**src/rtl/ltp_pkg.sv**
```systemverilog
// Shared types, codes and helpers for the log timestamp parser.
package ltp_pkg;

  // Result status codes
  localparam logic [3:0] ST_OK        = 4'd0;
  localparam logic [3:0] ST_END_EARLY = 4'd1;
  localparam logic [3:0] ST_BAD_OPEN  = 4'd2;
  localparam logic [3:0] ST_BAD_DIGIT = 4'd3;
  localparam logic [3:0] ST_HOUR_RNG  = 4'd4;
  localparam logic [3:0] ST_BAD_SEP   = 4'd5;
  localparam logic [3:0] ST_MIN_RNG   = 4'd6;
  localparam logic [3:0] ST_SEC_RNG   = 4'd7;
  localparam logic [3:0] ST_BAD_CLOSE = 4'd8;

  // Parser phases
  localparam logic [3:0] PH_IDLE  = 4'd0;
  localparam logic [3:0] PH_LEAD  = 4'd1;
  localparam logic [3:0] PH_POPEN = 4'd2;
  localparam logic [3:0] PH_H1    = 4'd3;
  localparam logic [3:0] PH_H2    = 4'd4;
  localparam logic [3:0] PH_SEP1  = 4'd5;
  localparam logic [3:0] PH_M1    = 4'd6;
  localparam logic [3:0] PH_M2    = 4'd7;
  localparam logic [3:0] PH_SEP2  = 4'd8;
  localparam logic [3:0] PH_S1    = 4'd9;
  localparam logic [3:0] PH_S2    = 4'd10;
  localparam logic [3:0] PH_TAIL  = 4'd11;

  // Register indexes on the config port
  localparam logic [2:0] REG_SECONDS_PRESENT = 3'd0;
  localparam logic [2:0] REG_OPEN_PRESENT    = 3'd1;
  localparam logic [2:0] REG_CLOSE_PRESENT   = 3'd2;
  localparam logic [2:0] REG_OPEN_CHAR       = 3'd3;
  localparam logic [2:0] REG_CLOSE_CHAR      = 3'd4;
  localparam logic [2:0] REG_SEPARATOR_CHAR  = 3'd5;

  localparam logic [7:0] BYTE_NUL   = 8'h00;
  localparam logic [7:0] BYTE_SPACE = 8'h20;
  localparam logic [7:0] BYTE_ZERO  = 8'h30;
  localparam logic [7:0] BYTE_NINE  = 8'h39;

  typedef struct packed {
    logic       seconds_present;
    logic       open_present;
    logic       close_present;
    logic [7:0] open_char;
    logic [7:0] close_char;
    logic [7:0] separator_char;
  } cfg_t;

  typedef struct packed {
    logic [7:0]  ch;
    logic        line_start;
    logic [15:0] year;
    logic [3:0]  month;
    logic [4:0]  day;
  } beat_t;

  typedef struct packed {
    logic [3:0]  status;
    logic [4:0]  hours;
    logic [5:0]  minutes;
    logic [5:0]  seconds;
    logic [15:0] year;
    logic [3:0]  month;
    logic [4:0]  day;
    logic        no_space_warning;
  } result_t;

  function automatic logic is_digit(input logic [7:0] c);
    return (c >= BYTE_ZERO) && (c <= BYTE_NINE);
  endfunction

endpackage

```
**src/rtl/ltp_cfg_regs.sv**
```systemverilog
// Configuration register bank of the log timestamp parser.
module ltp_cfg_regs (
  input  logic          clk,
  input  logic          rst,
  input  logic          cfg_we,
  input  logic [2:0]    cfg_index,
  input  logic [7:0]    cfg_data,
  output ltp_pkg::cfg_t cfg
);
  import ltp_pkg::*;

  always_ff @(posedge clk) begin
    if (rst) begin
      cfg.seconds_present <= 1'b1;
      cfg.open_present    <= 1'b1;
      cfg.close_present   <= 1'b1;
      cfg.open_char       <= 8'd91;
      cfg.close_char      <= 8'd93;
      cfg.separator_char  <= 8'd58;
    end else if (cfg_we) begin
      case (cfg_index)
        REG_SECONDS_PRESENT: cfg.seconds_present <= cfg_data[0];
        REG_OPEN_PRESENT:    cfg.open_present    <= cfg_data[0];
        REG_CLOSE_PRESENT:   cfg.close_present   <= cfg_data[0];
        REG_OPEN_CHAR:       cfg.open_char       <= cfg_data;
        REG_CLOSE_CHAR:      cfg.close_char      <= cfg_data;
        REG_SEPARATOR_CHAR:  cfg.separator_char  <= cfg_data;
        default: ;
      endcase
    end
  end

endmodule

```
**src/rtl/ltp_parser.sv**
```systemverilog
// Per-line parse state and the single-byte step logic.
module ltp_parser (
  input  logic             clk,
  input  logic             rst,
  input  ltp_pkg::cfg_t    cfg,
  input  ltp_pkg::beat_t   beat,
  input  logic             advance,
  output logic             emit,
  output ltp_pkg::result_t result
);
  import ltp_pkg::*;

  logic [3:0]  phase, phase_next;
  logic [4:0]  hour_acc, hour_next;
  logic [5:0]  minute_acc, minute_next;
  logic [5:0]  second_acc, second_next;
  logic [15:0] year_latch;
  logic [3:0]  month_latch;
  logic [4:0]  day_latch;

  // Values as seen after a line start has been applied
  logic [3:0]  ph;
  logic [4:0]  h;
  logic [5:0]  m;
  logic [5:0]  s;
  logic [15:0] yr;
  logic [3:0]  mo;
  logic [4:0]  dy;
  logic [7:0]  c;
  logic        digit;
  logic [3:0]  d;
  logic [8:0]  hv, mv, sv;
  logic [3:0]  status;
  logic        warn;
  logic        ok;

  assign c     = beat.ch;
  assign ph    = beat.line_start ? PH_LEAD : phase;
  assign h     = beat.line_start ? 5'd0 : hour_acc;
  assign m     = beat.line_start ? 6'd0 : minute_acc;
  assign s     = beat.line_start ? 6'd0 : second_acc;
  assign yr    = beat.line_start ? beat.year : year_latch;
  assign mo    = beat.line_start ? beat.month : month_latch;
  assign dy    = beat.line_start ? beat.day : day_latch;
  assign digit = is_digit(c);
  assign d     = c[3:0];

  // acc * 10 + digit; the acc holds a single digit at this point
  assign hv = {1'b0, h, 3'b000} + {3'b000, h, 1'b0} + {5'd0, d};
  assign mv = {m, 3'b000} + {2'b00, m, 1'b0} + {5'd0, d};
  assign sv = {s, 3'b000} + {2'b00, s, 1'b0} + {5'd0, d};

  always_comb begin
    phase_next  = ph;
    hour_next   = h;
    minute_next = m;
    second_next = s;
    emit        = 1'b0;
    status      = ST_OK;
    warn        = 1'b0;
    case (ph)
      PH_LEAD: begin
        if (c == BYTE_SPACE) begin
          phase_next = PH_LEAD;
        end else if (c == BYTE_NUL) begin
          emit   = 1'b1;
          status = ST_END_EARLY;
        end else if (cfg.open_present) begin
          if (c != cfg.open_char) begin
            emit   = 1'b1;
            status = ST_BAD_OPEN;
          end else begin
            phase_next = PH_POPEN;
          end
        end else if (!digit) begin
          emit   = 1'b1;
          status = ST_BAD_DIGIT;
        end else begin
          hour_next  = {1'b0, d};
          phase_next = PH_H2;
        end
      end
      PH_POPEN, PH_H1: begin
        // spaces may follow the opening mark
        if (ph == PH_POPEN && c == BYTE_SPACE) begin
          phase_next = PH_POPEN;
        end else if (!digit) begin
          emit   = 1'b1;
          status = ST_BAD_DIGIT;
        end else begin
          hour_next  = {1'b0, d};
          phase_next = PH_H2;
        end
      end
      PH_H2: begin
        if (!digit) begin
          emit   = 1'b1;
          status = ST_BAD_DIGIT;
        end else if (hv >= 9'd24) begin
          emit   = 1'b1;
          status = ST_HOUR_RNG;
        end else begin
          hour_next  = hv[4:0];
          phase_next = PH_SEP1;
        end
      end
      PH_SEP1, PH_SEP2: begin
        if (c == BYTE_NUL || c != cfg.separator_char) begin
          emit   = 1'b1;
          status = ST_BAD_SEP;
        end else begin
          phase_next = (ph == PH_SEP1) ? PH_M1 : PH_S1;
        end
      end
      PH_M1: begin
        if (!digit) begin
          emit   = 1'b1;
          status = ST_BAD_DIGIT;
        end else begin
          minute_next = {2'b00, d};
          phase_next  = PH_M2;
        end
      end
      PH_M2: begin
        if (!digit) begin
          emit   = 1'b1;
          status = ST_BAD_DIGIT;
        end else if (mv >= 9'd60) begin
          emit   = 1'b1;
          status = ST_MIN_RNG;
        end else begin
          minute_next = mv[5:0];
          if (cfg.seconds_present) begin
            phase_next = PH_SEP2;
          end else begin
            second_next = 6'd0;
            phase_next  = PH_TAIL;
          end
        end
      end
      PH_S1: begin
        if (!digit) begin
          emit   = 1'b1;
          status = ST_BAD_DIGIT;
        end else begin
          second_next = {2'b00, d};
          phase_next  = PH_S2;
        end
      end
      PH_S2: begin
        if (!digit) begin
          emit   = 1'b1;
          status = ST_BAD_DIGIT;
        end else if (sv >= 9'd60) begin
          emit   = 1'b1;
          status = ST_SEC_RNG;
        end else begin
          second_next = sv[5:0];
          phase_next  = PH_TAIL;
        end
      end
      PH_TAIL: begin
        emit = 1'b1;
        if (cfg.close_present) begin
          if (c == BYTE_NUL || c != cfg.close_char) begin
            status = ST_BAD_CLOSE;
          end
        end else begin
          warn = (c != BYTE_SPACE);
        end
      end
      default: begin
        phase_next = PH_IDLE;
      end
    endcase
    if (emit) begin
      phase_next = PH_IDLE;
    end
  end

  // Result fields come from the state before this byte's update
  assign ok = (status == ST_OK);
  assign result.status           = status;
  assign result.hours            = ok ? h : 5'd0;
  assign result.minutes          = ok ? m : 6'd0;
  assign result.seconds          = (ok && cfg.seconds_present) ? s : 6'd0;
  assign result.year             = yr;
  assign result.month            = mo;
  assign result.day              = dy;
  assign result.no_space_warning = ok && warn;

  always_ff @(posedge clk) begin
    if (rst) begin
      phase       <= PH_IDLE;
      hour_acc    <= 5'd0;
      minute_acc  <= 6'd0;
      second_acc  <= 6'd0;
      year_latch  <= 16'd0;
      month_latch <= 4'd0;
      day_latch   <= 5'd0;
    end else if (advance) begin
      phase       <= phase_next;
      hour_acc    <= hour_next;
      minute_acc  <= minute_next;
      second_acc  <= second_next;
      year_latch  <= yr;
      month_latch <= mo;
      day_latch   <= dy;
    end
  end

endmodule

```
**src/rtl/log_timestamp_parser_core.sv**
```systemverilog
// Top level of the log timestamp parser: input register, parser, result register.
//
// Input channel (in_valid/in_ready) carries one byte of a log line per beat,
// with line_start marking the first byte of a line and the date to pass through.
// A zero byte ends a line. Output channel (out_valid/out_ready) carries one
// result per line: the first error found, or the parsed time on the byte after
// the timestamp. Later bytes of a line produce nothing.
// A byte that ends the parse shows its result once its beat is accepted and
// has passed from the input register through the parse step into the
// result register.
// Throughput: one byte per cycle unless a stalled receiver holds a result;
// the parse step is a small state update and a digit multiply-by-ten between
// the input and result registers. A stalled receiver only holds back a byte
// that produces a result while the result register is still full; bytes that
// produce nothing keep flowing. The config port (cfg_we/cfg_index/cfg_data)
// writes a register; write it only while no line is in flight.
// Reset clears both registers' valid flags, the parse state and the date latch,
// and loads the config defaults: seconds, open and close marks present,
// marks 0x5B and 0x5D, separator 0x3A.
module log_timestamp_parser_core (
  input  logic        clk,
  input  logic        rst,
  input  logic        in_valid,
  output logic        in_ready,
  input  logic [7:0]  ch,
  input  logic        line_start,
  input  logic [15:0] year_in,
  input  logic [3:0]  month_in,
  input  logic [4:0]  day_in,
  output logic        out_valid,
  input  logic        out_ready,
  output logic [3:0]  status,
  output logic [4:0]  hours,
  output logic [5:0]  minutes,
  output logic [5:0]  seconds,
  output logic [15:0] year_out,
  output logic [3:0]  month_out,
  output logic [4:0]  day_out,
  output logic        no_space_warning,
  input  logic        cfg_we,
  input  logic [2:0]  cfg_index,
  input  logic [7:0]  cfg_data
);
  import ltp_pkg::*;

  cfg_t    cfg;
  beat_t   beat;
  logic    beat_valid;
  logic    advance;
  logic    emit;
  result_t step_result;
  result_t res;

  ltp_cfg_regs u_cfg (
    .clk       (clk),
    .rst       (rst),
    .cfg_we    (cfg_we),
    .cfg_index (cfg_index),
    .cfg_data  (cfg_data),
    .cfg       (cfg)
  );

  ltp_parser u_parser (
    .clk     (clk),
    .rst     (rst),
    .cfg     (cfg),
    .beat    (beat),
    .advance (advance),
    .emit    (emit),
    .result  (step_result)
  );

  // a held byte waits only if it would overwrite an untaken result
  assign advance  = beat_valid && (!emit || !out_valid || out_ready);
  assign in_ready = !beat_valid || advance;

  always_ff @(posedge clk) begin
    if (rst) begin
      beat_valid <= 1'b0;
    end else if (in_ready) begin
      beat_valid <= in_valid;
    end
  end

  always_ff @(posedge clk) begin
    if (in_valid && in_ready) begin
      beat.ch         <= ch;
      beat.line_start <= line_start;
      beat.year       <= year_in;
      beat.month      <= month_in;
      beat.day        <= day_in;
    end
  end

  always_ff @(posedge clk) begin
    if (rst) begin
      out_valid <= 1'b0;
    end else if (advance && emit) begin
      out_valid <= 1'b1;
    end else if (out_ready) begin
      out_valid <= 1'b0;
    end
  end

  always_ff @(posedge clk) begin
    if (advance && emit) begin
      res <= step_result;
    end
  end

  assign status           = res.status;
  assign hours            = res.hours;
  assign minutes          = res.minutes;
  assign seconds          = res.seconds;
  assign year_out         = res.year;
  assign month_out        = res.month;
  assign day_out          = res.day;
  assign no_space_warning = res.no_space_warning;

  // an error result never carries a time or a warning
  a_err_fields_zero: assert property (@(posedge clk) disable iff (rst)
    (out_valid && status != ST_OK) |->
      (hours == 5'd0 && minutes == 6'd0 && seconds == 6'd0 && !no_space_warning))
    else $error("error result carries time fields");

  // a pending result is never overwritten
  a_no_overwrite: assert property (@(posedge clk) disable iff (rst)
    (beat_valid && emit && out_valid && !out_ready) |-> !advance)
    else $error("result register overwritten");

  // a byte that ends a parse shows up on the output next cycle
  a_result_loaded: assert property (@(posedge clk) disable iff (rst)
    (advance && emit) |=> out_valid)
    else $error("result lost");

  // an accepted beat lands in the input register
  a_beat_held: assert property (@(posedge clk) disable iff (rst)
    (in_valid && in_ready) |=> beat_valid)
    else $error("accepted beat dropped");

endmodule

```
**config.mk**
```make
export PLATFORM = sky130hd
export DESIGN_NAME = log_timestamp_parser_core
export DESIGN_NICKNAME = d
export VERILOG_FILES = /design/src/rtl/ltp_pkg.sv /design/src/rtl/ltp_cfg_regs.sv /design/src/rtl/ltp_parser.sv /design/src/rtl/log_timestamp_parser_core.sv
export SDC_FILE = /design/constraint.sdc
export NUM_CORES = 1
export LEC_CHECK = 0
export ABC_AREA = 1
export BUFFER_PORTS_ARGS = -buffer_cell sky130_fd_sc_hd__buf_2
export CAP_MARGIN = 20
export CORE_MARGIN = 2
export CORE_UTILIZATION = 45
export DETAILED_ROUTE_END_ITERATION = 7
export PLACE_DENSITY = 0.62
export REMOVE_ABC_BUFFERS = 1
export SKIP_LAST_GASP = 1
export SYNTH_ARGS = -nofsm -noshare
export SYNTH_HDL_FRONTEND = slang
export SYNTH_SLANG_ARGS = --single-unit
export TNS_END_PERCENT = 1
```
**constraint.sdc**
```tcl
create_clock -name clk -period 6 [get_ports clk]
set_clock_uncertainty 0.2 [all_clocks]
set_input_delay 0.9 -clock clk [delete_from_list [all_inputs] [get_ports clk]]
set_output_delay 0.9 -clock clk [all_outputs]
set_load 0.02 [all_outputs]
```
# [Word-level counts from Yosys, hierarchy flattened]
# Cells that the tools add are included.
# W data, S select, Z words.
[totals] wordCells=167 mem_bits_rw=0 register_bits=156 mem_count=0 rom_bits=0 latchBits=0 out_inout_bits=49 inputBits=50
[classes] div_mod_pow=0 add_sub_neg=6 magnitude_cmp=5 reduce_logical=28 n_mul=0 mux=79 n_shift=0 eq_ne=21 n_bitwise=0
[ops] operator="$mux W4" n=28
[ops] operator="$mux W6" n=11
[ops] operator="$mux W5" n=9
[ops] operator="$pmux W4 S9" n=1
[ops] operator="$pmux W4 S8" n=1
[ops] operator="$add A9 B4 Y9" n=3
[ops] operator="$ne A8 B8 Y1" n=3
[ops] operator="$add A9 B7 Y9" n=2
[ops] operator="$ge A9 B6 Y1 const B" n=2
[ops] operator="$pmux W6 S3" n=1
[ops] operator="$mux W1" n=17
[ops] operator="$eq A4 B3 Y1 const B" n=4
[ops] operator="$eq A4 B4 Y1 const B" n=4
[ops] operator="$mux W16" n=1
[ops] operator="$pmux W5 S3" n=1
[ops] operator="$mux W3" n=4
[ops] operator="$pmux W6 S2" n=1
[ops] operator="$reduce_and A2 Y1" n=6
[ops] operator="$add A8 B6 Y9" n=1
[ops] operator="$ge A9 B5 Y1 const B" n=1
[ops] operator="$eq A4 B2 Y1 const B" n=2
[ops] operator="$eq A8 B6 Y1 const B" n=1
[ops] operator="$ge A8 B6 Y1 const B" n=1
[ops] operator="$le A8 B6 Y1 const B" n=1
[ops] operator="15 further kinds" n=33

# [Logic depth before layout (Yosys ltp)]
[logic_depth] depth_word=13 mapped_depth=26

# [Modules after synthesis]
# Synthesis repeated with hierarchy kept, for this count alone.
[hier_totals] cells_unflattened=1047 area_unflattened_um2=8499.4
[by_module_without_submodules] module="ltp_parser" n_inst=1 area_per_inst_um2=4844.6 cells_per_inst=795 seq_area_each_um2=920.9
[by_module_without_submodules] module="log_timestamp_parser_core" n_inst=1 area_per_inst_um2=2551.2 cells_per_inst=99 seq_area_each_um2=2472.4
[by_module_without_submodules] module="ltp_cfg_regs" n_inst=1 area_per_inst_um2=1103.6 cells_per_inst=153 seq_area_each_um2=540.5

# [Least setup slack after synthesis]
# OpenSTA, ideal clock, no wires.
[synth_timing] path_type="reg2reg" start="reg beat[25] (netlist name)" end="reg res (netlist bit day_out[0]) (enable)" path_stages_with_launch=22 period_less_slack_ns=5.006 t_arrival_ns=4.405 setup_slack_ns=0.994 required_ns=5.399 cell_sequence="edfxtp_1 > buf_6 > inv_2 > buf_6 > clkbuf_1 > nand2_1 > inv_1 > ha_1 > ha_1 > fa_1 > nand3_1 > nand3b_1 > nand2_1 > nand2_2 > nor2_4 > nand3_1 > a21oi_2 > nand3_4 > a21oi_4 > buf_6 > nand2_1 > inv_1"
[synth_via] elab_chain_cells=12 elab_cells_between_ends=41 cone_classes="6 x add/sub; 3 x order compare; 11 x eq/ne; 12 x mux; 9 x reduce/logical"
[synth_lines] element="$mux W6 *" line_no="ltp_parser.sv:40" source="assign m = beat.line_start ? 6'd0 : minute_acc;"
[synth_lines] element="named net u_parser.m[1]" line_no="ltp_parser.sv:24" source="logic [5:0] m;"
[synth_lines] element="$add A9 B7 Y9 *" line_no="ltp_parser.sv:50" source="assign mv = {m, 3'b000} + {2'b00, m, 1'b0} + {5'd0, d};"
[synth_lines] element="$add A9 B4 Y9 *" line_no="ltp_parser.sv:50"
[synth_lines] element="$ge A9 B6 Y1 *" line_no="ltp_parser.sv:128" source="end else if (mv >= 9'd60) begin"
[synth_lines] element="$mux W1 *" line_no="ltp_parser.sv:128"
[synth_lines] element="$mux W1 *" line_no="ltp_parser.sv:125" source="if (!digit) begin"
[synth_lines] element="$pmux W1 S8 *" line_no="ltp_parser.sv:61" source="case (ph)"
[synth_lines] element="$logic_not A1 Y1" line_no="log_timestamp_parser_core.sv:74" source="assign advance = beat_valid && (!emit || !out_valid || out_ready);"
[synth_lines] element="$logic_or A1 B1 Y1 (2 in series)" line_no="log_timestamp_parser_core.sv:74"
[synth_lines] element="$logic_and A1 B1 Y1" line_no="log_timestamp_parser_core.sv:74"
[synth_lines] element="$logic_and A1 B1 Y1 *" line_no="log_timestamp_parser_core.sv:106" source="if (advance && emit) begin"
[synth_lines] element="end signal: assignment" line_no="log_timestamp_parser_core.sv:107" source="res <= step_result;"
[synth_lines] element="end: declaration" line_no="log_timestamp_parser_core.sv:52" source="result_t res;"
# The timed path passes the listed nets; every way through them passes the cells marked *.
# A chain may end at the register's enable or synchronous reset.

# [Worst setup path in the final report]
[layout_timing] start="reg beat[25] (netlist name)" end="out in_ready"
[layout_via] elab_chain_cells=12 elab_cells_between_ends=41 cone_classes="6 x add/sub; 3 x order compare; 11 x eq/ne; 12 x mux; 9 x reduce/logical"
[layout_lines] element="$mux W6 (tied with other cells)" line_no="ltp_parser.sv:41" source="assign s = beat.line_start ? 6'd0 : second_acc;"
[layout_lines] element="$add A9 B7 Y9 (tied with other cells)" line_no="ltp_parser.sv:51" source="assign sv = {s, 3'b000} + {2'b00, s, 1'b0} + {5'd0, d};"
[layout_lines] element="$add A9 B4 Y9 (on tied branches)" line_no="ltp_parser.sv:51, ltp_parser.sv:49, ltp_parser.sv:50"
[layout_lines] element="$ge A9 B6 Y1 (tied with other cells)" line_no="ltp_parser.sv:154" source="end else if (sv >= 9'd60) begin"
[layout_lines] element="$mux W1 (on tied branches)" line_no="ltp_parser.sv:154, ltp_parser.sv:99, ltp_parser.sv:128"
[layout_lines] element="$mux W1 (on tied branches)" line_no="ltp_parser.sv:151, ltp_parser.sv:96, ltp_parser.sv:125"
[layout_lines] element="$pmux W1 S8 *" line_no="ltp_parser.sv:61"
[layout_lines] element="$logic_not A1 Y1 *" line_no="log_timestamp_parser_core.sv:74"
[layout_lines] element="$logic_or A1 B1 Y1 * (2 in series)" line_no="log_timestamp_parser_core.sv:74"
[layout_lines] element="$logic_and A1 B1 Y1 *" line_no="log_timestamp_parser_core.sv:74"
[layout_lines] element="$logic_or A1 B1 Y1 *" line_no="log_timestamp_parser_core.sv:75" source="assign in_ready = !beat_valid || advance;"
[layout_lines] element="end: declaration" line_no="log_timestamp_parser_core.sv:24" source="output logic in_ready,"
# Every way passes the cells marked *; elsewhere a longest branch is shown, timed or not.

==> results.rst <==
.. list-table::
   :header-rows: 1

   * - Metric
     - Value
   * - Result of the run
     - complete, no violations
   * - Count of nets after finishing
     - 1,211
   * - Worst path arrival time
     - roughly 4000 ps
   * - Gate Count Post-Synth
     - a little over 1k
   * - Critical Setup Path Class
     - reg2out
   * - Top-level I/O count
     - between 90 and 100
   * - Critical Path, Cell by Cell
     - inv_2 -> nand2_1 -> xor2_1 -> inv_1 -> ha_1 -> fa_1 -> inv_1 -> nand2_1 -> nand2_1 -> nor2_1 -> nand3_1 -> nand2_2 -> nor2_4 -> nand3_1 -> a21oi_2 -> nand3_4 -> nand3_1 -> buf_2
   * - Number of DRC markers in iteration 0
     - between 400 and 500
   * - Worst R2R Start
     - beat[25]
   * - Number of maximum-capacitance violations
     - 0
   * - Peak fanout along the critical path
     - 10
   * - Width of the die
     - roughly 140 um
   * - Proportion of register bits with asynchronous set or reset after synthesis
     - 0%
   * - Hold/Removal Path Class
     - reg2reg
   * - Peak Freq
     - 0.197 GHz
   * - Post-CTS clock slew at the launch and capture registers of the worst setup and hold paths
     - about 60 ps
   * - Top Family by Delay on Critical Path
     - simple AND/OR/NAND/NOR gates
   * - Number of instances on the worst hold path
     - 2
   * - Most numerous cell types in the synthesized netlist
     - nand2_1, nor2_1, inv_1
   * - Endpoint of the worst register-to-register path
     - seconds[0]
   * - Primary FF master, synth
     - edfxtp_1
   * - Synth Cell Area
     - approximately 0.0082 mm2
   * - Library cell with the highest instance count after synthesis
     - nand2_1
   * - Clock latency at the later pin of the worst-skew pair
     - between 400 and 500 ps
   * - Power per cell area
     - approximately 280 mW/mm2
   * - Number of distinct library cells after synthesis
     - just over 40
   * - CTS tree
     - done
   * - Area leader, netlist
     - edfxtp_1
   * - Clock buffer count from CTS
     - 17
   * - Synth-to-Final Area Change
     - 14.8%
   * - Hold EP
     - u_cfg.cfg[18]
   * - Wire length of the first global-routing pass
     - 33,100 um
   * - H-Tree Depth
     - 4
   * - CTS hold repair buffers
     - 0
   * - Peak supply drop
     - between 0.2 and 0.25 mV
   * - Leakage
     - around 4.4 nW
   * - Resized cells post-CTS
     - 0
   * - Buffers inserted during post-CTS setup optimization
     - 0
   * - Tcrit/Tclk final
     - between 80 and 90%
   * - Clock period minus final worst setup slack
     - between 5000 and 6000 ps
   * - Ranking of synthesized cells by area
     - edfxtp_1, dfxtp_1, nand2_1
   * - Total Die Area
     - about 0.019 mm2
   * - Number of pins with negative max-slew slack in the final report
     - 0
   * - Worst path required time
     - approximately 4900 ps
   * - Final design utilization
     - around 53%
   * - Yosys top cell area share
     - 29.5%
   * - Number of synthesized register bits
     - about 160
   * - Placed standard-cell area
     - around 0.0089 mm2
   * - Number of buffer cells added on primary ports
     - 98
   * - Maximum number of pins on one net before global-route repair
     - 69
   * - FILL cells
     - 1,768
   * - Mean instance size in the synthesized netlist
     - just under 8 um2
   * - Fraction of the yosys area taken by sequential cells
     - between 40% and 50%
   * - Startpoint Class
     - flop
   * - Number of flops mapped to enable cells by yosys
     - 81
   * - Gr ovfl total
     - 0
   * - Core Rows
     - 49
   * - Number of antenna violations at the first check in global routing
     - 0
   * - Die height
     - between 100 and 150 um
   * - Initial Util
     - a little under half
   * - Routed length per placed instance
     - 14.7 um
   * - Share of layout cells above drive strength 1
     - around 16%
   * - Final number of hold-violating endpoints
     - 0
   * - Unrepaired setup endpoints after global routing
     - no
   * - Hold Startpoint
     - u_cfg.cfg[18]
   * - Number of buffers and inverters on the critical path
     - 4
   * - Type of element capturing the critical path
     - output port
   * - Total via count in the routed design
     - 6,900
   * - Worst slew margin
     - between 30 and 40%
   * - Diode count
     - 0
   * - Slack of the worst reg-to-reg path
     - ~1300 ps
   * - Worst-case hold slack
     - 279 ps
   * - Root Driver
     - clkbuf_16
   * - Final setup violation count
     - 0
   * - Placer Congestion
     - 0.912
   * - Avg Vias per Cell
     - ~5.0
   * - Slowest library cell on the worst path
     - fa_1
   * - Finished layout cell area
     - 0.00947 mm2
   * - Max clock buf depth
     - 2
   * - DRC errors left
     - 0
   * - Setup TNS after final layout
     - 0 ps
   * - Final antenna-violating net count
     - 0
   * - Total half-perimeter wirelength after legalization and detailed placement
     - 14,000 um
   * - Worst reg2reg path depth
     - 20
   * - First-pass detailed-route iteration total
     - 5
   * - Area of the core
     - around 0.018 mm2
   * - TritonCTS sink count
     - roughly 160
   * - Delay of the slowest cell on the worst path
     - around 500 ps
   * - Global routing usage summed across all routing layers
     - 21.4%
   * - Synthesis warning total
     - 0
   * - Detailed-route wire length
     - 20,200 um
   * - Vias in the first global route
     - between 6k and 7k
   * - Least-Margin Pin Slew
     - between 900 and 1000 ps
==> worst max path at each step <==
stage	from	to	cells past startpoint
final	beat[25]	in_ready	18
after global routing	beat[25]	in_ready	18
after CTS	beat[25]	in_ready	18
after detailed placement	beat[25]	minutes[2]	20
after global placement	beat[25]	seconds[5]	20
after floorplan	beat[25]	day_out[0]	17
==> final cells by class <==
| type | count | area, um2 | area share (%) |
|---|---|---|---|
| flip-flops and latches | 156 | 3930 | 41.6 |
| multi-input cells | 743 | 3710 | 39.2 |
| repair buffers | 105 | 543 | 5.74 |
| clock buffers | 18 | 429 | 4.53 |
| inverters | 104 | 393 | 4.15 |
| well taps | 229 | 287 | 3.03 |
| clock inverters | 14 | 169 | 1.78 |
==> registers in the layout, indices dropped and copies added, names as in the netlist, 6 cells and up <==
name and count:
u_parser.year_latch 16, minutes 6, u_parser.second_acc 6, seconds 6, u_parser.minute_acc 6, u_cfg.cfg 27, beat 34, year_out 16
==> tightest hold or removal path, delay by kind of cell, from the launching register on <==
family	cells	cell delay, ps
flip-flops	1	320
AO/OA/AOI/OAI	1	50
AND/OR/NAND/NOR	1	60
==> per-stage QoR <==
stage          instances  total power, mW  setup WS [ps]
6_report            1369             2.67            922
5_1_grt             1369             2.79            619
4_1_cts             1369             2.69            930
3_5_place_dp        1337             1.60           1320
3_3_place_gp        1337             1.59           1390
2_1_floorplan       1003             1.48           65.8
==> where the power goes <==
part	switching (mW)	internal, mW
logic	0.234	0.116
registers	0.0327	1.19
clock network	0.438	0.656
==> placed cells by master (no fill, tap or decap), types with 10 or more instances in the layout <==
cell / netlist / layout
dfxtp_1: 75 / 75
o21ai_1: 30 / 30
a21oi_1: 30 / 30
o211ai_1: 12 / 12
o21ai_0: 32 / 32
clkbuf_16: 0 / 17
nand2_1: 296 / 296
xnor2_1: 14 / 14
edfxtp_1: 81 / 81
inv_1: 90 / 88
buf_2: 12 / 98
xor2_1: 12 / 12
nand4_1: 10 / 10
nor2_1: 169 / 169
ha_1: 31 / 31
nand3_1: 48 / 48
inv_2: 12 / 14
==> routing by layer <==
layer	part of all wire (%)	wire length, um	track usage, %
met3	5.3	1060	4.82
met2	46	9310	34.2
met4	2.6	516	9.20
met1	46	9290	28.0
met5	0	0	0
==> cells by family after synthesis <==
logic type	count (synthesis)	share of synthesized area, %
AO/OA/AOI/OAI	123	8.51
XOR/XNOR	26	2.76
buffers and inverters	140	7.31
AND/OR/NAND/NOR	560	28.3
adder cells (fa/ha/maj)	34	5.43
flip-flops	156	47.7
Note: power is estimated with default switching activity, not from simulation.
